$ cat src/hw/rtl/sbsh_pkg.sv
// Shared types, constants and round functions of the SHA-256 byte stream hasher.
// Used by sbsh_ctrl, sbsh_dp and sha256_byte_stream_hasher; depends on nothing.
package sbsh_pkg;

	localparam int unsigned BYTE_W = 8;
	localparam int unsigned WORD_W = 32;
	localparam int unsigned LEN_W  = 64;
	localparam int unsigned FILL_W = 6;
	localparam int unsigned RND_W  = 6;
	localparam int unsigned IDX_W  = 3;

	localparam logic [BYTE_W-1:0] PAD_BYTE = 8'h80;
	localparam logic [FILL_W-1:0] FILL_LAST = 6'd63;
	localparam logic [FILL_W-1:0] LEN_POS   = 6'd56;
	localparam logic [RND_W-1:0]  RND_LAST  = 6'd63;
	localparam logic [IDX_W-1:0]  IDX_LAST  = 3'd7;

	// byte source of a block push
	localparam logic [1:0] SEL_DATA = 2'd0;
	localparam logic [1:0] SEL_PAD  = 2'd1;
	localparam logic [1:0] SEL_ZERO = 2'd2;
	localparam logic [1:0] SEL_LEN  = 2'd3;

	typedef logic [WORD_W-1:0] word_t;

	typedef struct packed {
		logic             push;
		logic [1:0]       byte_sel;
		logic             load_work;
		logic             round;
		logic             add_hash;
		logic             restart;
		logic [RND_W-1:0] rnd;
		logic [IDX_W-1:0] out_idx;
	} cmd_t;

	typedef struct packed {
		logic blk_done;
		logic at_len;
	} sts_t;

	function automatic word_t h_init(input logic [IDX_W-1:0] i);
		word_t v;
		case (i)
			3'd0: v = 32'h6a09e667;
			3'd1: v = 32'hbb67ae85;
			3'd2: v = 32'h3c6ef372;
			3'd3: v = 32'ha54ff53a;
			3'd4: v = 32'h510e527f;
			3'd5: v = 32'h9b05688c;
			3'd6: v = 32'h1f83d9ab;
			3'd7: v = 32'h5be0cd19;
			default: v = 32'h6a09e667;
		endcase
		return v;
	endfunction

	function automatic word_t k_const(input logic [RND_W-1:0] t);
		word_t v;
		case (t)
			6'd0:  v = 32'h428a2f98;  6'd1:  v = 32'h71374491;
			6'd2:  v = 32'hb5c0fbcf;  6'd3:  v = 32'he9b5dba5;
			6'd4:  v = 32'h3956c25b;  6'd5:  v = 32'h59f111f1;
			6'd6:  v = 32'h923f82a4;  6'd7:  v = 32'hab1c5ed5;
			6'd8:  v = 32'hd807aa98;  6'd9:  v = 32'h12835b01;
			6'd10: v = 32'h243185be;  6'd11: v = 32'h550c7dc3;
			6'd12: v = 32'h72be5d74;  6'd13: v = 32'h80deb1fe;
			6'd14: v = 32'h9bdc06a7;  6'd15: v = 32'hc19bf174;
			6'd16: v = 32'he49b69c1;  6'd17: v = 32'hefbe4786;
			6'd18: v = 32'h0fc19dc6;  6'd19: v = 32'h240ca1cc;
			6'd20: v = 32'h2de92c6f;  6'd21: v = 32'h4a7484aa;
			6'd22: v = 32'h5cb0a9dc;  6'd23: v = 32'h76f988da;
			6'd24: v = 32'h983e5152;  6'd25: v = 32'ha831c66d;
			6'd26: v = 32'hb00327c8;  6'd27: v = 32'hbf597fc7;
			6'd28: v = 32'hc6e00bf3;  6'd29: v = 32'hd5a79147;
			6'd30: v = 32'h06ca6351;  6'd31: v = 32'h14292967;
			6'd32: v = 32'h27b70a85;  6'd33: v = 32'h2e1b2138;
			6'd34: v = 32'h4d2c6dfc;  6'd35: v = 32'h53380d13;
			6'd36: v = 32'h650a7354;  6'd37: v = 32'h766a0abb;
			6'd38: v = 32'h81c2c92e;  6'd39: v = 32'h92722c85;
			6'd40: v = 32'ha2bfe8a1;  6'd41: v = 32'ha81a664b;
			6'd42: v = 32'hc24b8b70;  6'd43: v = 32'hc76c51a3;
			6'd44: v = 32'hd192e819;  6'd45: v = 32'hd6990624;
			6'd46: v = 32'hf40e3585;  6'd47: v = 32'h106aa070;
			6'd48: v = 32'h19a4c116;  6'd49: v = 32'h1e376c08;
			6'd50: v = 32'h2748774c;  6'd51: v = 32'h34b0bcb5;
			6'd52: v = 32'h391c0cb3;  6'd53: v = 32'h4ed8aa4a;
			6'd54: v = 32'h5b9cca4f;  6'd55: v = 32'h682e6ff3;
			6'd56: v = 32'h748f82ee;  6'd57: v = 32'h78a5636f;
			6'd58: v = 32'h84c87814;  6'd59: v = 32'h8cc70208;
			6'd60: v = 32'h90befffa;  6'd61: v = 32'ha4506ceb;
			6'd62: v = 32'hbef9a3f7;  6'd63: v = 32'hc67178f2;
			default: v = 32'h428a2f98;
		endcase
		return v;
	endfunction

	function automatic word_t bsig0(input word_t x);
		return {x[1:0], x[31:2]} ^ {x[12:0], x[31:13]} ^ {x[21:0], x[31:22]};
	endfunction

	function automatic word_t bsig1(input word_t x);
		return {x[5:0], x[31:6]} ^ {x[10:0], x[31:11]} ^ {x[24:0], x[31:25]};
	endfunction

	function automatic word_t ssig0(input word_t x);
		return {x[6:0], x[31:7]} ^ {x[17:0], x[31:18]} ^ {3'b000, x[31:3]};
	endfunction

	function automatic word_t ssig1(input word_t x);
		return {x[16:0], x[31:17]} ^ {x[18:0], x[31:19]} ^ {10'd0, x[31:10]};
	endfunction

endpackage

$ cat src/hw/rtl/sha256_byte_stream_hasher.sv
// SHA-256 over a byte stream; top level joining sbsh_ctrl and sbsh_dp (sbsh_pkg).
// Throughput: one byte per cycle while idle; the 64th byte of a block closes input until
// that block is compressed (load, 64 rounds on one shared round unit, hash add).
// Message end: one pad byte per cycle up to the 56th slot or the next block, each
// block compressed as above, then eight digest words, one per accepted request.
// Reset (arst_n low, asynchronous): initial hash values, empty block, zero length.
module sha256_byte_stream_hasher (
	input  logic        clk,
	input  logic        arst_n,
	input  logic        s_tvalid,
	output logic        s_tready,
	input  logic [7:0]  s_tdata,  // [7:0] data_byte
	input  logic        s_tuser,  // [0] byte_present
	input  logic        s_tlast,  // end_of_message
	output logic        m_tvalid,
	input  logic        m_tready,
	output logic [31:0] m_tdata,  // [31:0] digest_word
	output logic [2:0]  m_tuser,  // [2:0] word_index
	output logic        m_tlast   // last_word
);

	sbsh_pkg::cmd_t cmd;
	sbsh_pkg::sts_t sts;

	sbsh_ctrl u_ctrl (
		.clk      (clk),
		.arst_n   (arst_n),
		.s_tvalid (s_tvalid),
		.s_tready (s_tready),
		.s_tlast  (s_tlast),
		.s_tuser  (s_tuser),
		.m_tvalid (m_tvalid),
		.m_tready (m_tready),
		.cmd      (cmd),
		.sts      (sts)
	);

	sbsh_dp u_dp (
		.clk       (clk),
		.arst_n    (arst_n),
		.data_byte (s_tdata),
		.cmd       (cmd),
		.sts       (sts),
		.digest    (m_tdata)
	);

	assign m_tuser = cmd.out_idx;
	assign m_tlast = (cmd.out_idx == sbsh_pkg::IDX_LAST);

endmodule

$ cat src/hw/rtl/sbsh_ctrl.sv
// Controller of the SHA-256 byte stream hasher: handshakes, padding sequence,
// round counter and digest readout. Depends on sbsh_pkg.
module sbsh_ctrl (
	input  logic                clk,
	input  logic                arst_n,
	input  logic                s_tvalid,
	output logic                s_tready,
	input  logic                s_tlast,
	input  logic                s_tuser,
	output logic                m_tvalid,
	input  logic                m_tready,
	output sbsh_pkg::cmd_t      cmd,
	input  sbsh_pkg::sts_t      sts
);

	localparam logic [2:0] ST_IDLE = 3'd0;
	localparam logic [2:0] ST_LOAD = 3'd1;
	localparam logic [2:0] ST_RND  = 3'd2;
	localparam logic [2:0] ST_ADD  = 3'd3;
	localparam logic [2:0] ST_PAD  = 3'd4;
	localparam logic [2:0] ST_OUT  = 3'd5;

	localparam logic [1:0] P_80   = 2'd0;
	localparam logic [1:0] P_ZERO = 2'd1;
	localparam logic [1:0] P_LEN  = 2'd2;

	logic [2:0]                     state_q, state_d;
	logic [1:0]                     pad_q, pad_d;
	logic                           fin_q, fin_d;
	logic [sbsh_pkg::RND_W-1:0]     rnd_q, rnd_d;
	logic [sbsh_pkg::IDX_W-1:0]     idx_q, idx_d;
	logic                           s_req, m_req;

	assign s_tready = (state_q == ST_IDLE);
	assign m_tvalid = (state_q == ST_OUT);
	assign s_req    = s_tvalid && s_tready;
	assign m_req    = m_tvalid && m_tready;

	always_comb begin
		state_d      = state_q;
		pad_d        = pad_q;
		fin_d        = fin_q;
		rnd_d        = rnd_q;
		idx_d        = idx_q;
		cmd          = '0;
		cmd.rnd      = rnd_q;
		cmd.out_idx  = idx_q;
		cmd.byte_sel = sbsh_pkg::SEL_DATA;
		case (state_q)
			ST_IDLE: begin
				if (s_req) begin
					cmd.push = s_tuser;
					if (s_tlast) begin
						fin_d = 1'b1;
						pad_d = P_80;
					end
					if (s_tuser && sts.blk_done) begin
						state_d = ST_LOAD;
					end else if (s_tlast) begin
						state_d = ST_PAD;
					end
				end
			end
			ST_LOAD: begin
				cmd.load_work = 1'b1;
				rnd_d         = '0;
				state_d       = ST_RND;
			end
			ST_RND: begin
				cmd.round = 1'b1;
				rnd_d     = rnd_q + 1'b1;
				if (rnd_q == sbsh_pkg::RND_LAST) begin
					state_d = ST_ADD;
				end
			end
			ST_ADD: begin
				cmd.add_hash = 1'b1;
				if (!fin_q) begin
					state_d = ST_IDLE;
				end else if (pad_q == P_LEN) begin
					idx_d   = '0;
					state_d = ST_OUT;
				end else begin
					state_d = ST_PAD;
				end
			end
			ST_PAD: begin
				cmd.push = 1'b1;
				case (pad_q)
					P_80: begin
						cmd.byte_sel = sbsh_pkg::SEL_PAD;
						pad_d        = P_ZERO;
					end
					P_ZERO: begin
						if (sts.at_len) begin
							cmd.byte_sel = sbsh_pkg::SEL_LEN;
							pad_d        = P_LEN;
						end else begin
							cmd.byte_sel = sbsh_pkg::SEL_ZERO;
						end
					end
					default: begin
						cmd.byte_sel = sbsh_pkg::SEL_LEN;
					end
				endcase
				if (sts.blk_done) begin
					state_d = ST_LOAD;
				end
			end
			ST_OUT: begin
				if (m_req) begin
					idx_d = idx_q + 1'b1;
					if (idx_q == sbsh_pkg::IDX_LAST) begin
						cmd.restart = 1'b1;
						fin_d       = 1'b0;
						state_d     = ST_IDLE;
					end
				end
			end
			default: begin
				state_d = ST_IDLE;
			end
		endcase
	end

	always_ff @(posedge clk or negedge arst_n) begin
		if (!arst_n) begin
			state_q <= ST_IDLE;
			pad_q   <= P_80;
			fin_q   <= 1'b0;
			rnd_q   <= '0;
			idx_q   <= '0;
		end else begin
			state_q <= state_d;
			pad_q   <= pad_d;
			fin_q   <= fin_d;
			rnd_q   <= rnd_d;
			idx_q   <= idx_d;
		end
	end

	a_no_overlap: assert property (@(posedge clk) disable iff (!arst_n)
		!(s_tready && m_tvalid))
		else $error("input and output open together");

	a_rnd_step: assert property (@(posedge clk) disable iff (!arst_n)
		(state_q == ST_RND && rnd_q != sbsh_pkg::RND_LAST) |=>
		(state_q == ST_RND && rnd_q == $past(rnd_q) + 1'b1))
		else $error("round counter skipped");

	a_final_out: assert property (@(posedge clk) disable iff (!arst_n)
		(state_q == ST_ADD && fin_q && pad_q == P_LEN) |=> (state_q == ST_OUT))
		else $error("final block did not lead to readout");

	a_out_fin: assert property (@(posedge clk) disable iff (!arst_n)
		(state_q == ST_OUT) |-> fin_q)
		else $error("readout without message end");

endmodule

$ cat src/hw/rtl/sbsh_dp.sv
// Datapath of the SHA-256 byte stream hasher: byte window, message schedule,
// working variables, hash words and length count. Depends on sbsh_pkg.
module sbsh_dp (
	input  logic                                clk,
	input  logic                                arst_n,
	input  logic [sbsh_pkg::BYTE_W-1:0]         data_byte,
	input  sbsh_pkg::cmd_t                      cmd,
	output sbsh_pkg::sts_t                      sts,
	output sbsh_pkg::word_t                     digest
);

	sbsh_pkg::word_t                win_q [16];
	sbsh_pkg::word_t                wv_q  [8];
	sbsh_pkg::word_t                hv_q  [8];
	logic [sbsh_pkg::FILL_W-1:0]    fill_q;
	logic [sbsh_pkg::LEN_W-1:0]     bits_q;

	logic [sbsh_pkg::BYTE_W-1:0]    push_byte;
	logic [2:0]                     len_sel;
	sbsh_pkg::word_t                w_new, t1, t2, ch, maj;

	assign sts.blk_done = (fill_q == sbsh_pkg::FILL_LAST);
	assign sts.at_len   = (fill_q == sbsh_pkg::LEN_POS);
	assign digest       = hv_q[cmd.out_idx];

	assign len_sel = ~fill_q[2:0];

	always_comb begin
		case (cmd.byte_sel)
			sbsh_pkg::SEL_DATA: push_byte = data_byte;
			sbsh_pkg::SEL_PAD:  push_byte = sbsh_pkg::PAD_BYTE;
			sbsh_pkg::SEL_ZERO: push_byte = '0;
			sbsh_pkg::SEL_LEN:  push_byte = bits_q[{len_sel, 3'b000} +: 8];
			default:            push_byte = '0;
		endcase
	end

	assign w_new = sbsh_pkg::ssig1(win_q[14]) + win_q[9] + sbsh_pkg::ssig0(win_q[1])
		+ win_q[0];
	assign ch    = (wv_q[4] & wv_q[5]) ^ (~wv_q[4] & wv_q[6]);
	assign maj   = (wv_q[0] & wv_q[1]) ^ (wv_q[0] & wv_q[2]) ^ (wv_q[1] & wv_q[2]);
	assign t1    = wv_q[7] + sbsh_pkg::bsig1(wv_q[4]) + ch + sbsh_pkg::k_const(cmd.rnd)
		+ win_q[0];
	assign t2    = sbsh_pkg::bsig0(wv_q[0]) + maj;

	// byte window doubles as the schedule window
	always_ff @(posedge clk) begin
		if (cmd.push) begin
			for (int i = 0; i < 15; i++) begin
				win_q[i] <= {win_q[i][23:0], win_q[i+1][31:24]};
			end
			win_q[15] <= {win_q[15][23:0], push_byte};
		end else if (cmd.round) begin
			for (int i = 0; i < 15; i++) begin
				win_q[i] <= win_q[i+1];
			end
			win_q[15] <= w_new;
		end
	end

	always_ff @(posedge clk) begin
		if (cmd.load_work) begin
			for (int i = 0; i < 8; i++) begin
				wv_q[i] <= hv_q[i];
			end
		end else if (cmd.round) begin
			wv_q[7] <= wv_q[6];
			wv_q[6] <= wv_q[5];
			wv_q[5] <= wv_q[4];
			wv_q[4] <= wv_q[3] + t1;
			wv_q[3] <= wv_q[2];
			wv_q[2] <= wv_q[1];
			wv_q[1] <= wv_q[0];
			wv_q[0] <= t1 + t2;
		end
	end

	always_ff @(posedge clk or negedge arst_n) begin
		if (!arst_n) begin
			for (int i = 0; i < 8; i++) begin
				hv_q[i] <= sbsh_pkg::h_init(3'(i));
			end
			fill_q <= '0;
			bits_q <= '0;
		end else begin
			if (cmd.restart) begin
				for (int i = 0; i < 8; i++) begin
					hv_q[i] <= sbsh_pkg::h_init(3'(i));
				end
				bits_q <= '0;
			end else if (cmd.add_hash) begin
				for (int i = 0; i < 8; i++) begin
					hv_q[i] <= hv_q[i] + wv_q[i];
				end
			end
			if (cmd.push) begin
				fill_q <= fill_q + 1'b1;
				if (cmd.byte_sel == sbsh_pkg::SEL_DATA) begin
					bits_q <= bits_q + 64'd8;
				end
			end
		end
	end

endmodule

$ cat config.mk
export PLATFORM = sky130hd
export DESIGN_NAME = sha256_byte_stream_hasher
export DESIGN_NICKNAME = d
export VERILOG_FILES = /design/src/hw/rtl/sbsh_pkg.sv /design/src/hw/rtl/sha256_byte_stream_hasher.sv /design/src/hw/rtl/sbsh_ctrl.sv /design/src/hw/rtl/sbsh_dp.sv
export SDC_FILE = /design/constraint.sdc
export NUM_CORES = 2
export LEC_CHECK = 0
export BUFFER_PORTS_ARGS = -buffer_cell sky130_fd_sc_hd__buf_2
export CORE_ASPECT_RATIO = 1.75
export CORE_UTILIZATION = 30
export CTS_CLUSTER_DIAMETER = 200
export DETAILED_ROUTE_END_ITERATION = 10
export PLACE_DENSITY_LB_ADDON = 0.25
export SLEW_MARGIN = 20
export SYNTH_ARGS = -nofsm -noshare
export SYNTH_HDL_FRONTEND = slang
export SYNTH_SLANG_ARGS = --single-unit
$ cat constraint.sdc
create_clock -name clk -period 38.2 [get_ports clk]
set_input_delay 1.91 -clock clk [delete_from_list [all_inputs] [get_ports clk]]
set_output_delay 1.91 -clock clk [all_outputs]
set_load 0.005 [all_outputs]
==> impl_summary.log <==
INFO  metric run_status = completed
INFO  metric postSynthCellCount = 8,124
INFO  metric holdPathStages = 1
INFO  metric share_of_layout_cells_above_drive_strength_1 = 8.73%
INFO  metric most_common_cell_after_layout_fill_and_taps_aside = nand2_1
INFO  metric timing.critical_path.slowest_stage_cell = nor2_1
INFO  metric worst_ep_arrival_time = 11.18 ns
INFO  metric worstHoldPathType = register to register
INFO  metric layout.nets = 8,549
INFO  metric timing.final.hold_violations = 0
INFO  metric antenna_left = 0
INFO  metric cts_buffers = 120
INFO  metric synthesis.area = 0.0752 sq mm
INFO  metric fin_crit_sh = 28.0%
INFO  metric core-area = 0.249 sq mm
INFO  metric synth_fp_nets = 8,730
INFO  metric cts_tree = built
INFO  metric horizontal_die_dimension = 381 um
INFO  metric first_pass_iteration_count_of_the_detailed_router = 6
INFO  metric route.detailed.vias_per_inst = 5.21
INFO  metric die_height = 664 um
INFO  metric post_cts_buffers = 0
INFO  metric timing.critical_path.to_type = register
INFO  metric hold_buf_cts = 0
INFO  metric highest_count_cells_in_the_layout_ignoring_fill_and_taps = 2,416 x nand2_1, 768 x edfxtp_1, 504 x o21ai_0
INFO  metric globalplace.congestion = 0.945
INFO  metric latest_clock_arrival_within_the_worst_skew_pair = 0.79 ns
INFO  metric yosys_warnings = 0
INFO  metric worstMarginPinSlew = 1.32 ns
INFO  metric path_clk_slew = 0.07 ns
INFO  metric cts_sinks = 1,109
INFO  metric areaGrowthSynthToFinish = 10.3%
INFO  metric number_of_synthesized_register_bits = 1,109
INFO  metric synth_seq_area_share = 42.2%
INFO  metric synth_edf_count = 768
INFO  metric global_router_s_overall_resource_usage = 21.9%
INFO  metric async_reset_ff_share = 30.7%
INFO  metric finalWirelength = 283,000 um
INFO  metric rr_worst_depth = 36
INFO  metric hold_end = u_dp.fill_q[5]
INFO  metric antenna_found_initial = 7
INFO  metric dp.final_hpwl = 212,000 um
INFO  metric drt_iter0_markers = 4,406
INFO  metric setup_viol_count_final = 0
INFO  metric die-area = 0.253 sq mm
INFO  metric cp_slowest_stage_delay = 0.92 ns
INFO  metric remaining_drc_errors = 0
INFO  metric cp-start-kind = register
INFO  metric syn-mean-instance-area = 9.26 sq um
INFO  metric max_buffers_root_to_sink = 3
INFO  metric criticalPathCategory = register to register
INFO  metric io_buffers = 51
INFO  metric first_pass_grt_wire_length = 410,000 um
INFO  metric maxClockFrequency = 0.0936 GHz
INFO  metric final.setup.tns = 0 ns
INFO  metric critical_path_required = 38.69 ns
INFO  metric count_of_standard_cell_rows = 242
INFO  metric max_cap_viols = 0
INFO  metric ys.flop_type = edfxtp_1
INFO  metric cts_root_buffer_type = clkbuf_16
INFO  metric synth.distinct_cells = 100
INFO  metric fin_worst_skew = 0.0701 ns
INFO  metric r2r_slack = 27.51 ns
INFO  metric rsz0062_at_grt = no
INFO  metric crit-reg2reg-launch = u_ctrl.rnd_q[1]
INFO  metric io_pins = 52
INFO  metric h-tree-depth = 3
INFO  metric total_congestion_overflow = 0
INFO  metric final_max_slew_viol_count = 0
INFO  metric via_count = 59,200
INFO  metric initial_utilization = 30.2%
INFO  metric timing.max_slew.rel_slack = 11.3%
INFO  metric post-route-min-period = 10.69 ns
INFO  metric critical_path_peak_fanout = 18
INFO  metric wl_per_cell = 24.9 um
INFO  metric first_global_vias = 60,700
INFO  metric reg2reg_to = u_dp.wv_q[0][31]
INFO  metric maximum_number_of_pins_on_one_net_before_global_route_repair = 199
INFO  metric cts-resized-gates = 0
INFO  metric worst_hold_startpoint = u_dp.fill_q[5]
synthesized netlist by cell type, types with 63 or more instances:
cell         n  area, sq um
dfrtp_1    205         5130
nor2_1     318         1190
mux4_2      85         1910
o21ai_0    505         2530
xor2_1     194         1700
a21o_1     166         1250
clkbuf_1   398         1490
nor3_1     100          500
o21a_1      63          473
xnor2_1    392         3430
nand2b_1    86          538
edfxtp_1   768        23100
nand2_1   2419         9080
a21oi_1    437         2190
ha_1       397         4970
fa_1       195         3900
inv_1      248          931
nand3_1    182          911
dfstp_2    136         3570
metrics by stage:
| step | cells | utilization [%] | worst slack (ns) | hold slack [ns] | area (sq um) |
|---|---|---|---|---|---|
| floorplan | 8124 | - | 23.25 | 0.438 | 75200 |
| global placement | 11100 | 31.7 | 27.61 | 0.452 | 78800 |
| detailed placement | 11100 | 31.7 | 27.66 | 0.472 | 78800 |
| CTS | 11300 | 33.3 | 27.61 | 0.485 | 83000 |
| global route | 11300 | 33.3 | 26.99 | 0.485 | 83000 |
| finish | 11300 | 33.3 | 27.51 | 0.487 | 83000 |
sequential cells by signal, indices dropped and copies added, names as in the netlist:
register and flops:
u_ctrl.fin_q 1, u_ctrl.idx_q 3, u_ctrl.pad_q 2, u_ctrl.rnd_q 6, u_ctrl.state_q 3, u_dp.bits_q 64, u_dp.fill_q 6, u_dp.hv_q 256
u_dp.win_q 512, u_dp.wv_q 256
cell type report:
class | instances | area, sq um
Timing Repair Buffer | 158 | 1110
Tap cell | 3294 | 4120
Antenna cell | 2 | 5.00
Clock buffer | 157 | 3250
Multi-Input combinational cell | 6304 | 40800
Sequential cell | 1109 | 31800
Clock inverter | 71 | 923
Fill cell | 25800 | 166000
Inverter | 250 | 946
critical path: cells and delay by family (launching register included):
kind,cells,cell delay (ns)
fa+ha+maj,7,3.22
simple gates,7,2.02
xor+xnor,3,0.57
flops,1,0.33
buf+inv,4,0.83
compound gates,15,3.41
worst max-delay path by stage:
stage | slack [ns] | to | cells after the start | from
floorplan | 23.25 | u_dp.win_q[0][0] | 6 | s_tuser
global placement | 27.61 | u_dp.wv_q[0][29] | 36 | u_ctrl.rnd_q[1]
detailed placement | 27.66 | u_dp.wv_q[0][31] | 36 | u_ctrl.rnd_q[1]
CTS | 27.61 | u_dp.wv_q[0][31] | 36 | u_ctrl.rnd_q[1]
global route | 26.99 | u_dp.wv_q[0][31] | 36 | u_ctrl.rnd_q[1]
finish | 27.51 | u_dp.wv_q[0][31] | 36 | u_ctrl.rnd_q[1]
layer usage:
metal	up-vias	share of wire (%)	global-route usage, %
li1	27700	-	-
met1	29400	35	22.5
met2	1503	54	41.6
met3	569	3.4	2.24
met4	2	7.5	14.3
met5	-	0.0046	0
cell families after synthesis:
kind of cell,after synthesis,synth area share [%]
DFF,1109,42.2
AOI/OAI and AO/OA,1588,13.1
muxes,171,3.79
adders and majority gates,618,12.1
xor gates and xnor gates,586,6.82
buffers and inverters,711,3.57
and+or+nand+nor,3341,18.3
Power is left out: the tool's default activity adds up to more than one toggle a clock period on the data nets, which glitch-free logic cannot reach.
